## src/rtl/cgrm_ram.sv

```systemverilog
// Generic single-write, single-read synchronous RAM with registered read data.
// No dependencies.
module cgrm_ram #(
  parameter int unsigned WIDTH = 8,
  parameter int unsigned DEPTH = 16
) (
  input  logic                     clk_i,
  input  logic                     we_i,
  input  logic [$clog2(DEPTH)-1:0] waddr_i,
  input  logic [WIDTH-1:0]         wdata_i,
  input  logic                     re_i,
  input  logic [$clog2(DEPTH)-1:0] raddr_i,
  output logic [WIDTH-1:0]         rdata_o
);

  logic [WIDTH-1:0] mem_q [DEPTH];
  logic [WIDTH-1:0] rdata_q;

  // Write port
  always_ff @(posedge clk_i) begin
    if (we_i) begin
      mem_q[waddr_i] <= wdata_i;
    end
  end

  // Registered read port
  always_ff @(posedge clk_i) begin
    if (re_i) begin
      rdata_q <= mem_q[raddr_i];
    end
  end

  assign rdata_o = rdata_q;

endmodule
```

## config.mk

```make
export PLATFORM = sky130hd
export DESIGN_NAME = cgrm_ram
export DESIGN_NICKNAME = d
export VERILOG_FILES = /design/src/rtl/cgrm_ram.sv
export SDC_FILE = /design/constraint.sdc
export NUM_CORES = 1
export LEC_CHECK = 0
export BUFFER_PORTS_ARGS = -buffer_cell sky130_fd_sc_hd__buf_2
export CORE_UTILIZATION = 30
export CTS_BUF_LIST = sky130_fd_sc_hd__clkbuf_4 sky130_fd_sc_hd__clkbuf_8
export CTS_CLUSTER_DIAMETER = 120
export CTS_CLUSTER_SIZE = 20
export DETAILED_ROUTE_END_ITERATION = 10
export PLACE_DENSITY = 0.45
export SYNTH_ARGS = -nofsm -noshare
export SYNTH_HDL_FRONTEND = slang
export SYNTH_SLANG_ARGS = --single-unit
```

## constraint.sdc

```tcl
create_clock -name clk_i -period 2.1 [get_ports clk_i]
set_input_delay 0.315 -clock clk_i [delete_from_list [all_inputs] [get_ports clk_i]]
set_output_delay 0.315 -clock clk_i [all_outputs]
set_load 0.01 [all_outputs]
```

==> impl_metrics.prom, run 1 <==
# TYPE chip_impl_metric gauge
chip_impl_metric{name="dr_total_vias",unit=""} 2455
chip_impl_metric{name="ys_seq_elements",unit=""} 136
chip_impl_metric{name="timing.hold.worst_path_depth",unit=""} 1
chip_impl_metric{name="tritoncts.num_buffers",unit=""} 17
chip_impl_metric{name="port_buffers",unit=""} 26
chip_impl_metric{name="cts.sinks",unit=""} 136
chip_impl_metric{name="critical_path_arrival",unit="ns"} 1.73
chip_impl_metric{name="nets",unit=""} 308
chip_impl_metric{name="timing.final.hold_violations",unit=""} 0
chip_impl_metric{name="initial_antenna_violation_count",unit=""} 0
chip_impl_metric{name="detail_route.first_pass.iterations",unit=""} 4
chip_impl_metric{name="cp_num_buf_inv",unit=""} 0
chip_impl_metric{name="placement_rows",unit=""} 47
chip_impl_metric{name="drc",unit=""} 0
chip_impl_info{name="critical_path.reg2reg.startpoint",value="mem_q[5][2]$_DFFE_PP_"} 1
chip_impl_metric{name="worst_path_required",unit="ns"} 2.29
chip_impl_metric{name="drt_first_iter_violations",unit=""} 175
chip_impl_metric{name="setup-tns-final",unit="ns"} 0
chip_impl_metric{name="cts_hold_repair.buffers",unit=""} 0
chip_impl_metric{name="clock-skew-final",unit="ns"} 0.0130
chip_impl_info{name="path_cells",value="mux4_1 > a22oi_1 > nand2_1"} 1
chip_impl_metric{name="synth_fp_nets",unit=""} 248
chip_impl_metric{name="final.min_clock_period",unit="ns"} 1.54
chip_impl_metric{name="finalSetupViolations",unit=""} 0
chip_impl_metric{name="synth-warning-count",unit=""} 0
chip_impl_info{name="netlist_top_cells_area",value="sky130_fd_sc_hd__edfxtp_1, sky130_fd_sc_hd__mux4_2, sky130_fd_sc_hd__mux4_1"} 1
chip_impl_info{name="clock_tree.root_cell",value="sky130_fd_sc_hd__clkbuf_8"} 1
chip_impl_info{name="reg_to_reg_endpoint",value="rdata_o[2]$_DFFE_PP_"} 1
chip_impl_info{name="timing.critical_path.max_delay_family",value="multiplexers"} 1
chip_impl_info{name="worst_setup_path_start_kind",value="flop"} 1
chip_impl_metric{name="dieWidth",unit="um"} 134
chip_impl_info{name="timing.setup.critical_path_class",value="reg -> reg"} 1
chip_impl_metric{name="critical_path_depth",unit=""} 3
chip_impl_metric{name="grt.met1_usage",unit="%"} 19.4
chip_impl_metric{name="postRouteWirelength",unit="um"} 11400
chip_impl_metric{name="clock_insertion_delay_worst_skew",unit="ns"} 0.45
chip_impl_metric{name="boundaryPins",unit=""} 27
chip_impl_metric{name="average_vias_per_placed_instance",unit=""} 4.70
chip_impl_metric{name="number_of_resized_instances_in_the_post_cts_repair_step",unit=""} 0
chip_impl_metric{name="maximum_number_of_pins_on_one_net_before_global_route_repair",unit=""} 24
chip_impl_info{name="worst_hold_path.endpoint",value="rdata_o[0]$_DFFE_PP_"} 1
chip_impl_metric{name="grt_use_met3",unit="%"} 3.74
chip_impl_metric{name="gp_congestion",unit=""} 0.690
chip_impl_metric{name="drive_above_1_share",unit="%"} 32.1
chip_impl_metric{name="global_route_wire_length_before_repair",unit="um"} 16800
chip_impl_metric{name="power_density",unit="nW/um2"} 878
chip_impl_metric{name="cts_h_tree_lvls",unit=""} 4
chip_impl_metric{name="core-area",unit="um2"} 16800
chip_impl_metric{name="avgRoutedWirePerCell",unit="um"} 21.9
chip_impl_metric{name="sequential_cell_area",unit="um2"} 4080
chip_impl_metric{name="starting_density_of_the_core",unit="%"} 31.1
chip_impl_metric{name="clock.fmax",unit="MHz"} 649
chip_impl_metric{name="cts.repair_timing.setup_buffer_count",unit=""} 0
chip_impl_metric{name="design.die.area",unit="um2"} 18000
chip_impl_metric{name="holdWs",unit="ns"} 0.229
chip_impl_metric{name="synth_largest_type_area_fraction",unit="%"} 78.1
chip_impl_info{name="crit_slowest_cell",value="sky130_fd_sc_hd__mux4_1"} 1
chip_impl_metric{name="detailed_place_hpwl",unit="um"} 7410
chip_impl_metric{name="cts-root-to-sink-buffers",unit=""} 2
chip_impl_metric{name="use_met2",unit="%"} 20.1
chip_impl_metric{name="clk_transition_reported_paths",unit="ns"} 0.08
chip_impl_info{name="worstSetupEndpointType",value="flop"} 1
chip_impl_metric{name="slew-limit-headroom",unit="%"} 73.3
chip_impl_metric{name="post_synth_inst_count",unit=""} 229
chip_impl_metric{name="multiInputGateArea",unit="um2"} 1060
chip_impl_metric{name="globalRouteOverflowTotal",unit=""} 0
chip_impl_info{name="run_status",value="finished, final reports clean"} 1
chip_impl_metric{name="synth_area",unit="um2"} 5230
chip_impl_metric{name="sequential_cell_area_fraction_in_the_yosys_report",unit="%"} 78.1
chip_impl_metric{name="max-vdd-ir-drop",unit="mV"} 0.403
chip_impl_metric{name="worstMarginPinSlew",unit="ns"} 0.400
chip_impl_info{name="hold_path.class",value="in -> reg"} 1
chip_impl_info{name="grt_setup_unrepaired",value="no"} 1
chip_impl_metric{name="max_cap_violations",unit=""} 0
chip_impl_metric{name="cp_slowest_stage_delay",unit="ns"} 0.54
chip_impl_metric{name="antenna_diode_count",unit=""} 0
chip_impl_metric{name="min_period_over_period",unit="%"} 73.4
chip_impl_metric{name="synth_area_per_cell",unit="um2"} 22.8
chip_impl_info{name="busiest_layer",value="met2"} 1
chip_impl_metric{name="via_count_of_the_first_global_routing_pass",unit=""} 2545
chip_impl_metric{name="synth.lib_cells_used.distinct",unit=""} 18
chip_impl_metric{name="groute.usage.overall",unit="%"} 13.8
chip_impl_info{name="clock_tree_from_tritoncts",value="done"} 1
chip_impl_metric{name="filler_cell_count",unit=""} 1615
chip_impl_metric{name="drtAntennaViolNets",unit=""} 0
chip_impl_metric{name="critical_path.max_fanout",unit=""} 1
chip_impl_metric{name="pleak",unit="nW"} 2.04
chip_impl_info{name="yosys_top_cell_by_area",value="sky130_fd_sc_hd__edfxtp_1"} 1
chip_impl_metric{name="regToRegSetupSlack",unit="ns"} 0.56
chip_impl_metric{name="die_height",unit="um"} 134
chip_impl_info{name="hold_start",value="re_i"} 1
chip_impl_metric{name="worst_r2r_path_depth",unit=""} 3
chip_impl_metric{name="slew_viol_final",unit=""} 0
chip_impl_metric{name="area_growth",unit="%"} 17.3
## power by group
group	internal (mW)	switching, mW	leakage, nW	total (mW)
combinational	0.128	0.171	0.618	0.299
clock	1.05	0.968	0.187	2.01
sequential	3.06	0.0156	1.24	3.07
## layout by cell type, fill, tap and decap left out, drive strengths merged
cell,count
a22oi,16
and2,1
and2b,1
buf,51
bufinv,2
clkbuf,19
clkinv,10
clkinvlp,1
edfxtp,136
mux4,32
nand2,9
nand2b,2
nand3,1
nand3b,2
nor2,13
nor2b,1
nor3,4
or3b,1
## through the flow
step	cell area (um2)	worst slack [ns]	total power, mW	instances	util [%]
final	6130	0.559	5.38	522	36.5
after global routing	6130	0.502	5.56	522	36.5
after CTS	6130	0.544	5.42	522	36.5
after detailed placement	5770	0.0901	3.44	490	34.3
after global placement	5770	0.0867	3.44	490	34.3
after floorplan	5230	0.292	3.29	229	-
## state kept, by name, indices dropped and copies added (netlist names)
register	flops
mem_q	128
rdata_o	8
## worst max-delay path by stage
stage                               start                     to  slack, ns
floorplan                      waddr_i[2]  mem_q[0][0]$_DFFE_PP_       0.29
global placement               raddr_i[0]   rdata_o[2]$_DFFE_PP_       0.09
detailed placement             raddr_i[0]   rdata_o[2]$_DFFE_PP_       0.09
CTS                 mem_q[4][2]$_DFFE_PP_   rdata_o[2]$_DFFE_PP_       0.54
global route        mem_q[5][2]$_DFFE_PP_   rdata_o[2]$_DFFE_PP_       0.50
finish              mem_q[5][2]$_DFFE_PP_   rdata_o[2]$_DFFE_PP_       0.56
## Yosys cell counts
library cell	count
sky130_fd_sc_hd__or3b_2	1
sky130_fd_sc_hd__nor3_1	4
sky130_fd_sc_hd__a22oi_1	16
sky130_fd_sc_hd__nand2b_1	2
sky130_fd_sc_hd__buf_4	1
sky130_fd_sc_hd__nor2_1	13
sky130_fd_sc_hd__nand3_1	1
sky130_fd_sc_hd__and2_1	1
sky130_fd_sc_hd__buf_2	3
sky130_fd_sc_hd__edfxtp_1	136
sky130_fd_sc_hd__mux4_1	14
sky130_fd_sc_hd__nand2_1	9
sky130_fd_sc_hd__buf_6	3
sky130_fd_sc_hd__nand3b_1	2
sky130_fd_sc_hd__clkdlybuf4s25_2	3
sky130_fd_sc_hd__mux4_2	18
sky130_fd_sc_hd__and2b_1	1
sky130_fd_sc_hd__nor2b_1	1
## final cells by class
class,instances,share of cell area (%)
multi-input cells,83,17.2
well taps,220,4.49
flip-flops and latches,136,66.6
repair buffers,51,5.79
clock buffers,19,4.06
clock inverters,13,1.82
## layer usage
layer	wire [um]	up-vias
li1	-	1099
met1	5700	1287
met2	5190	57
met3	357	12
met4	173	0
met5	0	-
## cells by family after synthesis
group	synth area share, %
simple gates	3.14
mux	14.8
buf+inv	1.65
compound gates	2.30
flops	78.1
Power figures use the tool's default switching activity.
==> inputs of run 2 (changes only) <==
--- a/config.mk
+++ b/config.mk
@@ -11,7 +11,7 @@
 export CTS_CLUSTER_DIAMETER = 120
 export CTS_CLUSTER_SIZE = 20
 export DETAILED_ROUTE_END_ITERATION = 10
-export PLACE_DENSITY = 0.45
+export PLACE_DENSITY = 0.46
 export SYNTH_ARGS = -nofsm -noshare
 export SYNTH_HDL_FRONTEND = slang
 export SYNTH_SLANG_ARGS = --single-unit
==> constraint.sdc (replaced) <==
create_clock -name clk_i -period 1.2 [get_ports clk_i]
set_input_delay 0.18 -clock clk_i [delete_from_list [all_inputs] [get_ports clk_i]]
set_output_delay 0.18 -clock clk_i [all_outputs]
set_load 0.01 [all_outputs]
==> run 2 against run 1 <==
The run now ends with negative setup slack left. Sequential cell count did not move. Largest power group unchanged. Global-route usage fell by 0.37 points. Sequential share of layout area fell by 2.2 points.
==> impl_metrics.prom, run 2 (same netlist as run 1, synthesis figures left out) <==
# TYPE chip_impl_metric gauge
chip_impl_info{name="reg_to_reg_endpoint",value="rdata_o[2]$_DFFE_PP_"} 1
chip_impl_metric{name="worstMarginPinSlew",unit="ns"} 0.948
chip_impl_metric{name="multiInputGateArea",unit="um2"} 1080
chip_impl_metric{name="cts-root-to-sink-buffers",unit=""} 2
chip_impl_info{name="clock_tree.root_cell",value="sky130_fd_sc_hd__clkbuf_8"} 1
chip_impl_metric{name="setup-tns-final",unit="ns"} -2.09
chip_impl_metric{name="groute.usage.overall",unit="%"} 13.4
chip_impl_metric{name="placement_rows",unit=""} 47
chip_impl_metric{name="globalRouteOverflowTotal",unit=""} 0
chip_impl_metric{name="global_route_wire_length_before_repair",unit="um"} 16300
chip_impl_metric{name="core-area",unit="um2"} 16800
chip_impl_metric{name="critical_path_arrival",unit="ns"} 1.68
chip_impl_metric{name="detail_route.first_pass.iterations",unit=""} 4
chip_impl_metric{name="design.die.area",unit="um2"} 18000
chip_impl_metric{name="regToRegSetupSlack",unit="ns"} -0.30
chip_impl_metric{name="dieWidth",unit="um"} 134
chip_impl_metric{name="cts_h_tree_lvls",unit=""} 4
chip_impl_metric{name="grt_use_met3",unit="%"} 3.44
chip_impl_metric{name="area_growth",unit="%"} 21.3
chip_impl_metric{name="clk_transition_reported_paths",unit="ns"} 0.07
chip_impl_info{name="critPathCapture",value="rdata_o[2]$_DFFE_PP_"} 1
chip_impl_info{name="failed_checks",value="negative setup slack"} 1
chip_impl_metric{name="drc",unit=""} 0
chip_impl_metric{name="starting_density_of_the_core",unit="%"} 31.1
chip_impl_metric{name="sequential_cell_area",unit="um2"} 4080
chip_impl_metric{name="clock-skew-final",unit="ns"} 0.00620
chip_impl_metric{name="drt_first_iter_violations",unit=""} 130
chip_impl_info{name="clock_tree_from_tritoncts",value="done"} 1
chip_impl_metric{name="power_density",unit="nW/um2"} 1470
chip_impl_metric{name="postLayoutCoreUtil",unit="%"} 37.7
chip_impl_metric{name="final.min_clock_period",unit="ns"} 1.50
chip_impl_info{name="grt_setup_unrepaired",value="yes"} 1
chip_impl_metric{name="average_vias_per_placed_instance",unit=""} 4.64
chip_impl_metric{name="initial_antenna_violation_count",unit=""} 0
chip_impl_metric{name="worst_r2r_path_depth",unit=""} 3
chip_impl_metric{name="worst_path_required",unit="ns"} 1.38
chip_impl_info{name="worstSetupEndpointType",value="flop"} 1
chip_impl_info{name="run_status",value="finished with violations"} 1
chip_impl_metric{name="tritoncts.num_buffers",unit=""} 17
chip_impl_metric{name="cts_hold_repair.buffers",unit=""} 0
chip_impl_metric{name="avgRoutedWirePerCell",unit="um"} 20.7
chip_impl_metric{name="filler_cell_count",unit=""} 1563
chip_impl_info{name="busiest_layer",value="met2"} 1
chip_impl_metric{name="pleak",unit="nW"} 2.08
chip_impl_info{name="critical_path.reg2reg.startpoint",value="mem_q[3][2]$_DFFE_PP_"} 1
chip_impl_metric{name="via_count_of_the_first_global_routing_pass",unit=""} 2598
chip_impl_metric{name="slew-limit-headroom",unit="%"} 36.6
chip_impl_metric{name="gp_congestion",unit=""} 0.727
chip_impl_metric{name="nets",unit=""} 323
chip_impl_metric{name="dr_total_vias",unit=""} 2485
chip_impl_metric{name="finalSetupViolations",unit=""} 11
chip_impl_metric{name="critical_path.max_fanout",unit=""} 1
chip_impl_metric{name="timing.final.hold_violations",unit=""} 0
chip_impl_info{name="worst_setup_path_start_kind",value="flop"} 1
chip_impl_info{name="hold_start",value="wdata_i[4]"} 1
chip_impl_metric{name="port_buffers",unit=""} 26
chip_impl_info{name="commonest_non_fill_non_tap_cell_in_the_layout",value="sky130_fd_sc_hd__edfxtp_1"} 1
chip_impl_metric{name="clock_insertion_delay_worst_skew",unit="ns"} 0.43
chip_impl_metric{name="largest_reg_flops",unit=""} 128
chip_impl_metric{name="use_met2",unit="%"} 20.7
chip_impl_info{name="timing.setup.critical_path_class",value="reg -> reg"} 1
chip_impl_metric{name="drtAntennaViolNets",unit=""} 0
chip_impl_metric{name="boundaryPins",unit=""} 27
chip_impl_info{name="most_flops_register",value="mem_q"} 1
chip_impl_info{name="final_cell_mix",value="sky130_fd_sc_hd__edfxtp_1, sky130_fd_sc_hd__mux4_2, sky130_fd_sc_hd__buf_4, sky130_fd_sc_hd__buf_2, sky130_fd_sc_hd__clkbuf_8"} 1
chip_impl_metric{name="maximum_number_of_pins_on_one_net_before_global_route_repair",unit=""} 19
chip_impl_metric{name="postRouteWirelength",unit="um"} 11100
chip_impl_metric{name="worst_slack",unit="ns"} -0.302
chip_impl_metric{name="die_height",unit="um"} 134
chip_impl_metric{name="drive_above_1_share",unit="%"} 43.7
chip_impl_info{name="hold_path.class",value="in -> reg"} 1
chip_impl_metric{name="cts.sinks",unit=""} 136
chip_impl_metric{name="max-vdd-ir-drop",unit="mV"} 0.723
chip_impl_metric{name="grt.met1_usage",unit="%"} 18.1
chip_impl_info{name="critical_path.startpoint",value="mem_q[3][2]$_DFFE_PP_"} 1
chip_impl_metric{name="clock.fmax",unit="MHz"} 666
chip_impl_metric{name="min_period_over_period",unit="%"} 125
chip_impl_metric{name="antenna_diode_count",unit=""} 0
chip_impl_metric{name="detailed_place_hpwl",unit="um"} 7360
chip_impl_metric{name="slew_viol_final",unit=""} 0
chip_impl_metric{name="max_cap_violations",unit=""} 0
-- run 2: cell count changes in the layout (fill, tap and decap cells not counted), moves of 7 or more --
cell                     delta
sky130_fd_sc_hd__mux4_1    -14
sky130_fd_sc_hd__mux4_2    +14
sky130_fd_sc_hd__buf_4      +8
sky130_fd_sc_hd__buf_12     +7
-- run 2: per-layer routing --
| metal | vias to the layer above | wire, um |
|---|---|---|
| met5 | - | 0 |
| met4 | 0 | 169 |
| met3 | 15 | 652 |
| met2 | 71 | 5290 |
| met1 | 1284 | 4990 |
| li1 | 1115 | - |
-- run 2: worst max-delay path: stages, from the launching register on --
cell	delay, ns
sky130_fd_sc_hd__edfxtp_1	0.36
sky130_fd_sc_hd__mux4_2	0.47
sky130_fd_sc_hd__a22oi_1	0.32
sky130_fd_sc_hd__nand2_1	0.10
-- run 2: timing repair --
action,CTS,global route
resized for setup,5,1
pin swaps,4,0
endpoints found under the setup margin,13,13
buffers inserted,0,0
-- run 2: layout make-up --
cell class | count | area share (%)
tap | 220 | 4.34
multi-input combinational | 83 | 17.0
timing repair buffer | 66 | 8.76
clock inverter | 10 | 1.28
clock buffer | 21 | 4.17
sequential | 136 | 64.4
-- run 2: through the flow --
step	power [mW]	hold WS, ns	std cells	setup WS, ns	cell area (um2)
after floorplan	5.79	0.279	229	-0.180	5260
after global placement	6.10	0.581	505	-0.603	5970
after detailed placement	6.10	0.584	505	-0.600	5970
after CTS	9.39	0.106	536	-0.292	6340
after global routing	9.63	0.114	536	-0.346	6340
final	9.30	0.129	536	-0.302	6340
-- run 2: report_power, final --
part / leakage, nW / internal, mW / switching (mW)
clock: 0.170 / 1.68 / 1.62
combinational: 0.670 / 0.286 / 0.330
sequential: 1.24 / 5.35 / 0.0319
total: 2.08 / 7.32 / 1.98
-- run 2: how the worst min path moves through the flow --
stage / end / depth (start not counted)
floorplan: mem_q[0][0]$_DFFE_PP_ / 0
global placement: mem_q[2][4]$_DFFE_PP_ / 1
detailed placement: mem_q[5][5]$_DFFE_PP_ / 1
CTS: mem_q[5][5]$_DFFE_PP_ / 1
global route: mem_q[5][4]$_DFFE_PP_ / 1
finish: mem_q[5][4]$_DFFE_PP_ / 1
